`config.mk`:
```
export PLATFORM = sky130hd
export DESIGN_NAME = task_slot_round_robin_scheduler
export DESIGN_NICKNAME = d
export VERILOG_FILES = /design/src/rtl/tsrr_pkg.sv /design/src/rtl/task_slot_round_robin_scheduler.sv
export SDC_FILE = /design/constraint.sdc
export NUM_CORES = 1
export LEC_CHECK = 0
export ABC_AREA = 1
export BUFFER_PORTS_ARGS = -buffer_cell sky130_fd_sc_hd__clkbuf_2
export CAP_MARGIN = 20
export CELL_PAD_IN_SITES_DETAIL_PLACEMENT = 0
export CELL_PAD_IN_SITES_GLOBAL_PLACEMENT = 2
export CORE_ASPECT_RATIO = 0.9
export CORE_MARGIN = 2
export CORE_UTILIZATION = 40
export DETAILED_ROUTE_END_ITERATION = 10
export PLACE_DENSITY = 0.84
export SLEW_MARGIN = 20
export SYNTH_ARGS = -nofsm -noshare
export SYNTH_HDL_FRONTEND = slang
export SYNTH_SLANG_ARGS = --single-unit
export TNS_END_PERCENT = 100
```
`constraint.sdc`:
```
create_clock -name clk_i -period 6.7 [get_ports clk_i]
set_input_delay 1.34 -clock clk_i [delete_from_list [all_inputs] [get_ports clk_i]]
set_output_delay 1.34 -clock clk_i [all_outputs]
set_load 0.03 [all_outputs]
```
`src/rtl/tsrr_pkg.sv`:
```
`timescale 1ns / 1ps

package tsrr_pkg;

  localparam int NumSlotsDefault = 8;

  localparam int OpW       = 2;
  localparam int HandleW   = 32;
  localparam int ArgW      = 32;
  localparam int TaskIdW   = 3;
  localparam int StatusW   = 3;
  localparam int SlotOutW  = 3;

  localparam int InDataW   = 72;
  localparam int OutDataW  = 80;

  typedef enum logic [OpW-1:0] {
    OP_CREATE   = 2'd0,
    OP_DISPATCH = 2'd1,
    OP_YIELD    = 2'd2,
    OP_RESTART  = 2'd3
  } op_e;

  typedef enum logic [StatusW-1:0] {
    ST_OK       = 3'd0,
    ST_FULL     = 3'd1,
    ST_NONE_RUN = 3'd2,
    ST_NO_ENTRY = 3'd3,
    ST_NO_CUR   = 3'd4
  } status_e;

endpackage

```
`src/rtl/task_slot_round_robin_scheduler.sv`:
```
`timescale 1ns / 1ps
// An accepted request word lands in the request register; once the result register
// can take a word, the task table and the result register update together.
// One request word per cycle while the result side does not stall; the slot search is
// a rotating priority encoder over the runnable flags, and the handle memory is read in that same edge.
// Reset clears every runnable flag, the current task and both pipeline valids;
// the handle and argument memory is not cleared and is only returned for runnable slots.
module task_slot_round_robin_scheduler
  import tsrr_pkg::*;
#(
  parameter int NUM_SLOTS = NumSlotsDefault
) (
  input  logic                clk_i,
  input  logic                rst_ni,
  input  logic                s_axis_tvalid,
  output logic                s_axis_tready,
  // entry_handle [31:0], arg_word [63:32], task_id [66:64], finished [67], zero [71:68]
  input  logic [InDataW-1:0]  s_axis_tdata,
  // opcode [1:0]
  input  logic [OpW-1:0]      s_axis_tuser,
  output logic                m_axis_tvalid,
  input  logic                m_axis_tready,
  // status [2:0], slot [5:3], entry_out [37:6], arg_out [69:38],
  // current_valid [70], current_slot [73:71], zero [79:74]
  output logic [OutDataW-1:0] m_axis_tdata
);

  localparam int IdxW = $clog2(NUM_SLOTS);
  localparam int SelW = (IdxW > SlotOutW) ? IdxW : SlotOutW;
  localparam int MemW = HandleW + ArgW;

  function automatic logic [IdxW-1:0] lowest_set(input logic [NUM_SLOTS-1:0] vec);
    logic [IdxW-1:0] r;
    r = '0;
    for (int i = NUM_SLOTS - 1; i >= 0; i--) begin
      if (vec[i]) begin
        r = IdxW'(i);
      end
    end
    return r;
  endfunction

  // Request register.
  logic                 s1_valid_q;
  op_e                  op_q;
  logic [HandleW-1:0]   entry_q;
  logic [ArgW-1:0]      arg_q;
  logic [TaskIdW-1:0]   tid_q;
  logic                 fin_q;

  // Task table state.
  logic [NUM_SLOTS-1:0] run_q, run_d;
  logic [NUM_SLOTS-1:0] has_q, has_d;
  logic                 cur_valid_q, cur_valid_d;
  logic [IdxW-1:0]      cur_q, cur_d;
  logic [MemW-1:0]      slot_mem [NUM_SLOTS];

  // Result register.
  logic                 m_valid_q;
  status_e              res_status_q, res_status_d;
  logic [SlotOutW-1:0]  res_slot_q, res_slot_d;
  logic                 res_rd_q, res_rd_d;
  logic [MemW-1:0]      res_data_q;
  logic                 res_cur_valid_q;
  logic [SlotOutW-1:0]  res_cur_slot_q, res_cur_slot_d;

  logic                 advance;
  logic                 wr_en;
  logic [IdxW-1:0]      create_idx;
  logic [IdxW-1:0]      disp_idx;
  logic [IdxW:0]        base;
  logic [NUM_SLOTS-1:0] hi_mask;
  logic [IdxW-1:0]      slot_idx;
  logic [SelW-1:0]      slot_ext;
  logic [SelW-1:0]      cur_ext;
  logic [SelW-1:0]      tid_ext;
  logic [IdxW-1:0]      tid_idx;
  logic                 tid_ok;

  assign advance       = s1_valid_q && (!m_valid_q || m_axis_tready);
  assign s_axis_tready = !s1_valid_q || advance;

  always_comb begin
    create_idx = lowest_set(~run_q);
    base = cur_valid_q ? ({1'b0, cur_q} + (IdxW + 1)'(1)) : '0;
    for (int i = 0; i < NUM_SLOTS; i++) begin
      hi_mask[i] = run_q[i] && ((IdxW + 1)'(i) >= base);
    end
    disp_idx = (|hi_mask) ? lowest_set(hi_mask) : lowest_set(run_q);
    tid_ext  = SelW'(tid_q);
    tid_idx  = tid_ext[IdxW-1:0];
    tid_ok   = (32'(tid_q) < NUM_SLOTS) && has_q[tid_idx];
  end

  always_comb begin
    run_d        = run_q;
    has_d        = has_q;
    cur_valid_d  = cur_valid_q;
    cur_d        = cur_q;
    res_status_d = ST_OK;
    res_rd_d     = 1'b0;
    slot_idx     = '0;
    wr_en        = 1'b0;
    unique case (op_q)
      OP_CREATE: begin
        if (&run_q) begin
          res_status_d = ST_FULL;
        end else begin
          wr_en              = 1'b1;
          slot_idx           = create_idx;
          run_d[create_idx]  = 1'b1;
          has_d[create_idx]  = |entry_q;
        end
      end
      OP_DISPATCH: begin
        if (!(|run_q)) begin
          res_status_d = ST_NONE_RUN;
          cur_valid_d  = 1'b0;
          cur_d        = '0;
        end else begin
          cur_valid_d = 1'b1;
          cur_d       = disp_idx;
          slot_idx    = disp_idx;
          res_rd_d    = 1'b1;
        end
      end
      OP_YIELD: begin
        if (!cur_valid_q) begin
          res_status_d = ST_NO_CUR;
        end else if (fin_q) begin
          run_d[cur_q] = 1'b0;
          has_d[cur_q] = 1'b0;
        end
      end
      OP_RESTART: begin
        if (!tid_ok) begin
          res_status_d = ST_NO_ENTRY;
        end else begin
          run_d[tid_idx] = 1'b1;
        end
      end
      default: begin
        res_status_d = ST_OK;
      end
    endcase
    slot_ext       = SelW'(slot_idx);
    res_slot_d     = slot_ext[SlotOutW-1:0];
    cur_ext        = SelW'(cur_d);
    res_cur_slot_d = cur_ext[SlotOutW-1:0];
  end

  always_ff @(posedge clk_i or negedge rst_ni) begin
    if (!rst_ni) begin
      s1_valid_q  <= 1'b0;
      m_valid_q   <= 1'b0;
      run_q       <= '0;
      has_q       <= '0;
      cur_valid_q <= 1'b0;
      cur_q       <= '0;
    end else begin
      if (s_axis_tready) begin
        s1_valid_q <= s_axis_tvalid;
      end
      if (advance) begin
        m_valid_q   <= 1'b1;
        run_q       <= run_d;
        has_q       <= has_d;
        cur_valid_q <= cur_valid_d;
        cur_q       <= cur_d;
      end else if (m_axis_tready) begin
        m_valid_q <= 1'b0;
      end
    end
  end

  always_ff @(posedge clk_i) begin
    if (s_axis_tvalid && s_axis_tready) begin
      op_q    <= op_e'(s_axis_tuser);
      entry_q <= s_axis_tdata[31:0];
      arg_q   <= s_axis_tdata[63:32];
      tid_q   <= s_axis_tdata[66:64];
      fin_q   <= s_axis_tdata[67];
    end
    if (advance) begin
      res_status_q    <= res_status_d;
      res_slot_q      <= res_slot_d;
      res_rd_q        <= res_rd_d;
      res_cur_valid_q <= cur_valid_d;
      res_cur_slot_q  <= res_cur_slot_d;
    end
  end

  always_ff @(posedge clk_i) begin
    if (advance && wr_en) begin
      slot_mem[create_idx] <= {arg_q, entry_q};
    end
    if (advance) begin
      res_data_q <= slot_mem[disp_idx];
    end
  end

  assign m_axis_tvalid = m_valid_q;
  assign m_axis_tdata  = {6'd0,
                          res_cur_slot_q,
                          res_cur_valid_q,
                          res_rd_q ? res_data_q[MemW-1:HandleW] : {ArgW{1'b0}},
                          res_rd_q ? res_data_q[HandleW-1:0] : {HandleW{1'b0}},
                          res_slot_q,
                          res_status_q};

  // A slot with a nonzero entry is always runnable.
  assert property (@(posedge clk_i) disable iff (!rst_ni) (has_q & ~run_q) == '0)
    else $error("slot holds an entry but is not runnable");

  // Without a current task the round-robin position rests at slot zero.
  assert property (@(posedge clk_i) disable iff (!rst_ni) !cur_valid_q |-> cur_q == '0)
    else $error("current slot nonzero with no current task");

  // An empty result register never blocks the request side.
  assert property (@(posedge clk_i) disable iff (!rst_ni) !m_valid_q |-> s_axis_tready)
    else $error("request side stalled with empty result register");

  // A failed dispatch always leaves no current task in its result word.
  assert property (@(posedge clk_i) disable iff (!rst_ni)
    (m_valid_q && res_status_q == ST_NONE_RUN) |-> !res_cur_valid_q)
    else $error("nothing runnable but a task reported current");

  // A dispatch that returns handle data must report success.
  assert property (@(posedge clk_i) disable iff (!rst_ni)
    (m_valid_q && res_rd_q) |-> (res_status_q == ST_OK && res_cur_valid_q))
    else $error("dispatch data returned without a current task");

endmodule
```
## Word level (Yosys, flattened, before mapping)

Memories as Yosys holds them, arrays and structs flattened. A register that Yosys moved wholly into a read port is not among the register bits.
Index checks and enable logic that the tools add are counted.

- Bits in registers: 103
- RAM bits: 512
- Bits of input ports: 78
- Output and inout bits: 82
- Word-level logic and storage cells: 136
- Memories: 1

Memories:

| name | words | bits a word | rd ports | clocked after memory_dff | write ports | line | RTL |
|---|---|---|---|---|---|---|---|
| slot_mem | 8 | 64 | 1 | 1 | 1 | task_slot_round_robin_scheduler.sv:56 | `logic [MemW-1:0] slot_mem [NUM_SLOTS];` |

- Add/subtract/negate cells: 1
- Magnitude comparators: 14
- Eq/ne operators: 7
- Multiplexer cells: 63
- Bitwise gates (word level): 6
- Reduce and logical (&&, ||, !) cells: 28

Operators with widths:

| operator | count |
|---|---|
| 3-bit 2-to-1 mux | 29 |
| 32-bit 2-to-1 mux | 2 |
| 8-bit 2-to-1 mux | 7 |
| 32-bit OR reduction | 1 |
| 8-bit case mux with 3 select lines | 1 |
| 8-bit AND | 2 |
| 3-bit by 4-bit >= comparator with 1-bit output (first input constant) | 4 |
| 8-bit NOT | 2 |
| 8-bit bitwise OR | 2 |
| 8-bit case mux with 2 select lines | 1 |
| 8-bit OR reduction | 2 |
| 1-bit logical AND | 14 |
| 1-bit 2-to-1 mux | 13 |
| 3-bit by 4-bit less-than comparator with 1-bit output (second input constant) | 3 |
| 3-bit case mux with 4 select lines | 1 |
| 1-bit demux with 3-bit select | 3 |
| 3-bit by 1-bit >= comparator with 1-bit output (second input constant) | 3 |
| 8-bit bitwise mux | 1 |
| 1-bit by 4-bit >= comparator with 1-bit output (first input constant) | 2 |
| 2-bit by 4-bit >= comparator with 1-bit output (first input constant) | 2 |
| 2-bit inequality test (second input constant) | 4 |
| 8-bit AND reduction | 1 |
| 3-bit case mux with 2 select lines | 1 |
| 6-bit AND reduction | 1 |
| 12 further kinds | 17 |

## Logic depth before layout (Yosys ltp)

- Word-level depth: 16
- Depth in mapped cells: 21
- Gate-level depth less buffers: 19

## Worst setup path after synthesis

Ideal clock, no wire load.

- Kind: input port to flip-flop
- From: input m_axis_tready
- To: memory slot_mem[0][0] (netlist name), enable pin
- Setup time: 0.486 ns
- Arrival: 5.864 ns
- Data required time: 6.214 ns
- Slack: 0.350 ns
- Cell stages on the path: 6
- Buffers on the path: 0
- Cells stage by stage: inv_1 -> nand2_1 -> nand2_1 -> clkinv_1 -> nand3_1 -> nor2_1

- Longest elaborated chain between the ends: 5

RTL lines:

| what | line | RTL |
|---|---|---|
| start: declaration | task_slot_round_robin_scheduler.sv:22 | `input logic m_axis_tready,` |
| 1-bit logical OR | task_slot_round_robin_scheduler.sv:80 | `assign advance = s1_valid_q && (!m_valid_q \|\| m_axis_tready);` |
| 1-bit logical AND | task_slot_round_robin_scheduler.sv:80 |  |
| named net advance | task_slot_round_robin_scheduler.sv:67 | `logic advance;` |
| 1-bit logical AND | task_slot_round_robin_scheduler.sv:194 | `if (advance && wr_en) begin` |
| 1-bit 2-to-1 mux | task_slot_round_robin_scheduler.sv:194 |  |
| 1-bit 2-to-1 mux (not written as such) | task_slot_round_robin_scheduler.sv:195 | `slot_mem[create_idx] <= {arg_q, entry_q};` |
| end: declaration | task_slot_round_robin_scheduler.sv:56 |  |

The timed path passes the listed nets, and every way through them passes these cells.

## Worst setup path after layout

- From: register cur_q[0]
- To: register res_data_q[45], read port of slot_mem (data pin)

- Longest elaborated chain between the ends: 13
- Elaborated cells between the ends (all ways): 28
- Classes of those cells: 1 x add/sub; 8 x order compare; 10 x mux; 9 x reduce/logical

RTL lines:

| what | line | RTL |
|---|---|---|
| start: declaration | task_slot_round_robin_scheduler.sv:55 | `logic [IdxW-1:0] cur_q, cur_d;` |
| start signal: assignment | task_slot_round_robin_scheduler.sv:169 | `cur_q <= cur_d;` |
| 3-bit by 1-bit adder with 4-bit output (*) | task_slot_round_robin_scheduler.sv:85 | `base = cur_valid_q ? ({1'b0, cur_q} + (IdxW + 1)'(1)) : '0;` |
| 4-bit 2-to-1 mux (*) | task_slot_round_robin_scheduler.sv:85 |  |
| 3-bit by 4-bit >= comparator with 1-bit output | task_slot_round_robin_scheduler.sv:87 | `hi_mask[i] = run_q[i] && ((IdxW + 1)'(i) >= base);` |
| 1-bit logical AND | task_slot_round_robin_scheduler.sv:87 |  |
| 3-bit 2-to-1 mux (8 in series) | task_slot_round_robin_scheduler.sv:36 | `if (vec[i]) begin` |
| 3-bit 2-to-1 mux (*) | task_slot_round_robin_scheduler.sv:89 | `disp_idx = (\|hi_mask) ? lowest_set(hi_mask) : lowest_set(run_q);` |
| end: declaration | task_slot_round_robin_scheduler.sv:63 | `logic [MemW-1:0] res_data_q;` |

Mark *: on every way between the ends. The rest lies on a longest branch, timed or not.
A chain may end at the register's enable or synchronous reset.

==> results.py <==
metrics = {
    "yosys": {
        "ys_seq_area_share_pct": 68.8,
        "async_reset_ff_share_pct": 3.24,
        "synth_top_area_cell": "edfxtp_1",
        "synth_area_um2": 29500,
        "syn-instance-count": 2824,
        "ys_warn_count": 0,
        "synth-edff-count": 657,
        "synth_area_per_cell_um2": 10.4,
        "synth_area_leaders": "edfxtp_1, nand2_1, nand3_1",
        "ys_ff_latch": 679,
        "synth_top_flop_cell": "edfxtp_1",
        "yosys.area.top_type_share_pct": 66.9,
        "synth_cell_type_count": 41,
    },
    "critical_path": {
        "crit_path_max_incr_delay_ps": 750,
        "cp_cell_sequence": "ha_1, o21ai_0, o21ai_2, nand2_1, nand2_1, nand2_1, nand2_1, nand2_4, buf_4, buf_4, nand3_1, nand3_1, nand2_1, nand2_1, nand2_1",
        "cp_data_required_time_ps": 7070,
        "rrSetupSlack_ps": 2350,
        "worst_path_most_repeated_cell": "nand2_1",
        "crit_type": "reg -> reg",
        "startpoint": "cur_q[0]$_DFFE_PN0P_",
        "r2r-end": "res_data_q[45]$_DFFE_PP_",
        "cp_max_fo": 70,
        "critPathLaunchType": "flop",
        "crit_slowest_cell": "buf_4",
        "end_kind": "flop",
        "cp.arrival_ps": 4710,
        "r2r-start": "cur_q[0]$_DFFE_PN0P_",
        "reg2reg_depth": 15,
    },
    "timing": {
        "setup_viol": 0,
        "post-route-period-util_pct": 64.9,
        "rsz0062_at_grt": "no",
        "clock_skew_ps": 23.3,
        "report.final.slew_viol_count": 0,
        "tns_ps": 0,
        "worst_pin_slew_ps": 981,
        "min_period_ps": 4350,
        "fmax_mhz": 230,
        "hold_viol": 0,
        "max-slew-margin-rel_pct": 34.6,
        "fin_ws_ps": 2350,
    },
    "global_routing": {
        "grt_pass1_wl_um": 111000,
        "track_usage_pct": 19.1,
        "grt_overflow_total": 0,
        "grt_max_degree": 167,
        "grt_pass1_vias": 19700,
        "antenna_found_initial": 1,
    },
    "clock_tree": {
        "postCtsSetupRepairBufs": 0,
        "cts_buffer_depth": 3,
        "clock_latency_ps": 620,
        "cts_max_level": 3,
        "cts_sinks": 679,
        "cts_made_buffers": 74,
        "cts_tree": "done",
        "holdBufCountCts": 0,
        "cts_resized": 0,
        "root_buffer": "clkbuf_16",
        "cts.clk_slew.worst_paths_ps": 60,
    },
    "power": {
        "swShare_pct": 38.6,
        "p_per_area_nw_per_um2": 456,
        "switchingPower_mw": 5.90,
        "p_int_mw": 9.39,
        "power_frac_seq_pct": 36.5,
        "report.power.total_mw": 15.3,
        "p_clk_share_pct": 26.5,
        "leakage_nw": 14.8,
        "vdd_drop_max_mv": 0.583,
        "comb_power_share_pct": 37.0,
    },
    "drt": {
        "drt-initial-drc-count": 1481,
        "vias": 19400,
        "ant_nets": 0,
        "viasPerCell": 4.91,
        "dr.pass1.iters": 5,
        "wl_um": 71800,
        "drc_errors": 0,
        "wl_per_cell_um": 18.1,
    },
    "min_path": {
        "whs_endpoint": "has_q[3]$_DFFE_PN0P_",
        "hp-class": "reg -> reg",
        "worstHoldStart": "has_q[3]$_DFFE_PN0P_",
        "whs_path_depth": 1,
    },
    "finish": {
        "antenna_cells": 0,
        "drive_gt1_share_pct": 10.1,
        "area_growth_pct": 13.8,
        "nNetsFinal": 3017,
    },
    "die": {
        "row_count": 94,
        "die-area_um2": 75900,
        "fp.coreArea_um2": 73000,
        "dieWidth_um": 290,
        "die_h_um": 262,
        "start_util_pct": 40.4,
        "num_io_pins": 160,
    },
    "run_status": {
        "status": "finished, final reports clean",
    },
    "place": {
        "dp_slack_ps": 1800,
        "port_buffers": 149,
        "gp_congestion": 0.829,
        "post-dp-hpwl_um": 37000,
    },
    "run": {
        "max_cap_viol_count": 0,
    },
}
## worst max-delay path: cells and delay by family, from the launching register on
family	cells	cell delay (ps)
compound gates	2	450
flops	1	470
buf+inv	2	1440
fa+ha+maj	1	360
simple gates	10	1280
## state kept, by name, summed over array words and instances (netlist names), 8 cells and up
signal,flops
entry_q,32
has_q,8
slot_mem,512
arg_q,32
run_q,8
res_data_q,64
## logic make-up (layout without fill, tap and decap cells)
kind of cell | count (synthesis) | count (layout) | share of synthesized area, %
fa+ha+maj | 1 | 1 | 0.0424
compound gates | 80 | 80 | 1.67
simple gates | 1307 | 1307 | 19.1
flops | 679 | 679 | 68.8
other cells | 1 | 6 | 0.0127
buf+inv | 756 | 925 | 10.4
## final cells by class
class / count / area, um^2
fill: 6647 / 39500
sequential: 679 / 20300
multi-input combinational: 1394 / 6270
inverter: 612 / 2310
clock buffer: 91 / 1940
tap: 960 / 1200
timing repair buffer: 177 / 1090
clock inverter: 45 / 467
## worst max path at each step
stage	depth (start not counted)	slack, ps	end
final	15	2350	res_data_q[45]$_DFFE_PP_
after global routing	16	1900	res_data_q[16]$_DFFE_PP_
after CTS	16	2240	res_data_q[6]$_DFFE_PP_
after detailed placement	8	1800	slot_mem[7][40]$_DFFE_PP_
after global placement	8	1880	slot_mem[7][40]$_DFFE_PP_
after floorplan	6	350	slot_mem[0][0]$_DFFE_PP_
## power groups by stage
stage / Combinational, mW / Clock [mW] / Sequential, mW
2_1_floorplan: 4.34 / 0 / 5.60
5_1_grt: 6.47 / 4.31 / 5.62
3_5_place_dp: 5.70 / 0 / 5.67
6_report: 5.66 / 4.05 / 5.58
3_3_place_gp: 5.63 / 0 / 5.65
4_1_cts: 5.72 / 4.14 / 5.58
## metal layers
metal  GRT usage, %  part of all wire, %  up-vias
met4           5.83                  2.1        0
li1               -                    -     9391
met3           3.18                  4.6      108
met1           24.9                   45     9475
met2           32.8                   49      450
met5              0                    0        -
## cells in the final DEF (no fill, tap or decap), types with 4 or more instances in the layout
cell / instances
buf_12: 9
o22ai_1: 9
clkinv_1: 21
nand3_1: 526
dfrtp_1: 22
edfxtp_1: 657
a21oi_1: 21
buf_4: 18
nor4_1: 9
o21a_1: 4
clkinv_2: 11
clkbuf_2: 149
nor2_1: 28
nor2_4: 9
clkbuf_1: 16
bufinv_16: 9
inv_6: 4
o21ai_0: 25
conb_1: 6
nand2_1: 714
inv_1: 606
clkbuf_16: 75
nor3_1: 9
## Yosys cell counts (3+ instances only)
| cell type | instances |
|---|---|
| nor4_1 | 9 |
| nand2_1 | 715 |
| a21oi_1 | 21 |
| o21ai_0 | 25 |
| buf_6 | 6 |
| nand3_1 | 526 |
| buf_2 | 108 |
| a31oi_1 | 3 |
| edfxtp_1 | 657 |
| o21a_1 | 5 |
| clkbuf_1 | 20 |
| nor2_1 | 36 |
| inv_1 | 607 |
| dfrtp_1 | 22 |
| buf_4 | 10 |
| o32ai_1 | 3 |
| clkinv_1 | 3 |
| nor3_1 | 9 |
| o22ai_1 | 9 |
## stage by stage
stage / hold slack, ps / cell area [um^2] / util, % / instances
finish: 529 / 33500 / 45.9 / 3958
global route: 532 / 33500 / 45.9 / 3958
CTS: 526 / 33500 / 45.9 / 3957
detailed placement: 515 / 31100 / 42.6 / 3821
global placement: 498 / 31100 / 42.6 / 3821
floorplan: 474 / 29500 / - / 2829
Power figures use the tool's default switching activity.
